`src/rtl/wdad_div.sv`:
```
// Restoring unsigned divider, one quotient bit per cycle.
// Stand-alone; used by the top level for the window mean.

module wdad_div #(
    parameter int NUM_W = 16,
    parameter int DEN_W = 8
) (
    input  logic             clk,
    input  logic             rst_n,
    input  logic             start,
    input  logic [NUM_W-1:0] numer,
    input  logic [DEN_W-1:0] denom,
    output logic             done,
    output logic [NUM_W-1:0] quot
);

    localparam int STEP_W = $clog2(NUM_W);

    logic              run_reg,  run_next;
    logic              done_reg, done_next;
    logic [STEP_W-1:0] step_reg, step_next;
    logic [NUM_W-1:0]  quot_reg, quot_next;
    logic [DEN_W:0]    rem_reg,  rem_next;
    logic [DEN_W-1:0]  den_reg,  den_next;
    logic [DEN_W:0]    rem_shift;

    // Shift in the next dividend bit and try the subtraction
    always_comb
    begin
        run_next  = run_reg;
        done_next = 1'b0;
        step_next = step_reg;
        quot_next = quot_reg;
        rem_next  = rem_reg;
        den_next  = den_reg;
        rem_shift = {rem_reg[DEN_W-1:0], quot_reg[NUM_W-1]};
        if (start)
        begin
            run_next  = 1'b1;
            step_next = '0;
            quot_next = numer;
            rem_next  = '0;
            den_next  = denom;
        end
        else if (run_reg)
        begin
            if (rem_shift >= {1'b0, den_reg})
            begin
                rem_next  = rem_shift - {1'b0, den_reg};
                quot_next = {quot_reg[NUM_W-2:0], 1'b1};
            end
            else
            begin
                rem_next  = rem_shift;
                quot_next = {quot_reg[NUM_W-2:0], 1'b0};
            end
            step_next = step_reg + 1'b1;
            if (step_reg == STEP_W'(NUM_W - 1))
            begin
                run_next  = 1'b0;
                done_next = 1'b1;
            end
        end
    end

    // Hold control state under reset
    always_ff @(posedge clk or negedge rst_n)
    begin
        if (!rst_n)
        begin
            run_reg  <= 1'b0;
            done_reg <= 1'b0;
        end
        else
        begin
            run_reg  <= run_next;
            done_reg <= done_next;
        end
    end

    // Advance the datapath
    always_ff @(posedge clk)
    begin
        step_reg <= step_next;
        quot_reg <= quot_next;
        rem_reg  <= rem_next;
        den_reg  <= den_next;
    end

    assign done = done_reg;
    assign quot = quot_reg;

endmodule

```
`config.mk`:
```
export PLATFORM = sky130hd
export DESIGN_NAME = wdad_div
export DESIGN_NICKNAME = d
export VERILOG_FILES = /design/src/rtl/wdad_div.sv
export SDC_FILE = /design/constraint.sdc
export NUM_CORES = 1
export LEC_CHECK = 0
export ABC_AREA = 1
export BUFFER_PORTS_ARGS = -buffer_cell sky130_fd_sc_hd__buf_4
export CORE_MARGIN = 2
export CORE_UTILIZATION = 54
export CTS_CLUSTER_DIAMETER = 50
export DETAILED_ROUTE_END_ITERATION = 6
export HOLD_SLACK_MARGIN = 0.1
export PLACE_DENSITY = 0.88
export SLEW_MARGIN = 15
export SYNTH_ARGS = -nofsm -noshare
export SYNTH_HDL_FRONTEND = slang
export SYNTH_SLANG_ARGS = --single-unit
export TNS_END_PERCENT = 1
```
`constraint.sdc`:
```
create_clock -name clk -period 1.87 [get_ports clk]
set_input_delay 0 -clock clk [delete_from_list [all_inputs] [get_ports clk]]
set_output_delay 0 -clock clk [all_outputs]
set_load 0.02 [all_outputs]
```
==> results.toml <==
[run_status]
status = "complete, no violations"

[final_layout]
fillers = 251
postLayoutCellArea_mm2 = 0.00271
n_antenna_cell = 0
syn_to_final_growth_pct = 35.2
fin_nets = 344
drive_above_1_share = 0.214
largest_reg_flops = 16

[setup_path]
path_class = "register to register"
crit_required_ns = 1.88
worstPathArrival_ns = 1.72
ff2ff_path_depth = 8
start_kind = "register"
cp_max_fo = 10
end_kind = "register"

[logic_synthesis]
ys_ff_latch = 38
synth_cell_type_count = 31
syn_area_mm2 = 0.00200
netlist_instances = 235
synth_warnings = 0
yosysTopAreaCell = "edfxtp_1"
synth.top_cell.area_share = 0.360
synth-main-ff-cell = "edfxtp_1"
synth_seq_area_share = 0.505
ys_async_sr_fraction = 0.0526
yosysMostFrequentCell = "nand2_1"
synth.avg_cell_area_um2 = 8.52
synth_fp_nets = 272
synthTopCellsByCount = "nand2_1, edfxtp_1, inv_1, nand3_1, dfxtp_1"
yosys-top-cells-area = "edfxtp_1, nand2_1, dfxtp_1"
synth_edf_count = 24

[power]
p_comb_frac = 0.442
peakVddDrop_mv = 0.637
power_leakage_nw = 1.34
p_sw_frac = 0.381
pwr-share-clk = 0.174
total_power_mw = 3.01
internal_power_mw = 1.86
powerDensity_mw_per_mm2 = 1110
power_frac_seq = 0.384
power.switching_mw = 1.15

[die]
die_y_um = 64.9
initial_core_util = 0.556
coreArea_mm2 = 0.00361
die_w_um = 64.9
io_pins = 44
dieArea_mm2 = 0.00421
std_cell_rows = 22

[route]
drtIter0Drc = 121
drc = 0
dr.pass1.iters = 4
wl_per_cell_um = 13.6
vias = 1808
wl_um = 4830
routed_via_density = 5.08
ant_nets = 0

[sta]
setup_viol_count_final = 0
max_freq_mhz = 583
rsz0062_at_grt = "false"
fin_worst_skew_ns = 0.00508
relSlewSlack = 0.758
fin_crit_sh = 0.917
final_max_slew_viol_count = 0
worstMarginPinSlew_ns = 0.362
hold_viol_final = 0
finalSetupTns_ns = 0
layout_setup_ws_ns = 0.155
layout_min_cycle_time_ns = 1.72

[global_routing]
first_global_vias = 1920
grt_util_met2 = 0.469
grt_use_met1 = 0.280
grt_util_all_layers = 0.259
grt_pass1_wl_um = 8250
grt_overflow = 0
use_met3 = 0.0642
grt.busiest_layer = "met2"
grt_max_degree = 29
grt_antenna_before_repair = 0

[clock_network]
cts_buffer_depth = 2
cts.sinks = 38
cts.clk_slew.worst_paths_ns = 0.07
tritoncts = "done"
numCtsBuffers = 5
cts_resized = 0
h-tree-depth = 2
clk_latency_ns = 0.28
root_buffer = "clkbuf_8"

[run]
maxCapViolCount = 0

[placed_design]
gp_congestion = 0.917
portBuffers = 43
pre_cts_ws_ns = 0.193
placed_area_mm2 = 0.00238
dp_hpwl_um = 3270

[worst_hold_path]
hp-class = "input pin to register"
hold_depth = 1
layout by cell type (no fill, tap or decap), drive strengths merged:
| master | instances |
|---|---|
| a21oi | 4 |
| nand3 | 17 |
| a31oi | 2 |
| dlygate4sd3 | 25 |
| buf | 44 |
| dfrtp | 2 |
| inv | 27 |
| nor3 | 5 |
| clkinv | 4 |
| o21ai | 3 |
| xor2 | 2 |
| or2 | 1 |
| edfxtp | 24 |
| dfxtp | 12 |
| clkbuf | 6 |
| nand4 | 1 |
| xnor2 | 1 |
| nor4 | 1 |
| nand2 | 100 |
| ha | 9 |
| nor2 | 10 |
| nand3b | 7 |
| fa | 1 |
layout make-up:
type,count,area [um2],area share
Clock inverter,2,10.0,0.00370
Inverter,29,109,0.0402
Multi-Input combinational cell,164,866,0.320
Sequential cell,38,1010,0.373
Tap cell,48,60.1,0.0222
Clock buffer,6,72.6,0.0268
Timing Repair Buffer,69,581,0.214
power by group through the flow:
stage               combinational (mW)  sequential [mW]  clock, mW
detailed placement                1.27             1.16          0
finish                            1.33             1.16      0.523
global route                      1.51             1.17      0.567
floorplan                        0.924             1.19          0
global placement                  1.23             1.16          0
CTS                               1.32             1.15      0.535
worst max-delay path, cell delays in order, from the launching register on:
cell and delay (ns):
edfxtp_1 0.36, inv_1 0.06, ha_1 0.27, nand2_1 0.09
nand2_1 0.07, nand2_1 0.07, nand2_2 0.06, a21oi_4 0.27
a31oi_1 0.18
kinds of logic (layout without fill, tap and decap cells):
kind of cell,after synthesis,count (layout),share of synthesized area
buffers and inverters,33,106,0.0631
and+or+nand+nor,142,142,0.324
xor gates and xnor gates,3,3,0.0131
adders and majority gates,10,10,0.0662
AOI/OAI and AO/OA,9,9,0.0294
DFF,38,38,0.505
worst paths after layout:
check,start,slack (ns),endpoint
worst min register to register,rem_reg[3],0.47,rem_reg[3]
worst max register to register,den_reg[6],0.15,quot[0]
worst max-delay path,den_reg[6],0.15,quot[0]
worst min-delay path,start,0.15,den_reg[7]
min in group asynchronous,rst_n,0.58,run_reg
max in group asynchronous,rst_n,1.16,done
metal layers:
layer | routed length [um] | share of wire
met5 | 0 | 0
met4 | 164 | 0.034
met3 | 293 | 0.061
met2 | 2600 | 0.54
met1 | 1770 | 0.37
what timing repair did:
item | CTS | global route
buffers inserted | 0 | 0
hold buffers | 25 | 0
endpoints found under the hold margin | 25 | 0
metrics by stage:
step            util  hold slack (ns)  instances
2_1_floorplan      -           -0.296        235
3_3_place_gp   0.659           -0.216        323
3_5_place_dp   0.659           -0.215        323
4_1_cts        0.751            0.115        356
5_1_grt        0.751            0.147        356
6_report       0.751            0.153        356
(Power assumes the default switching activity.)
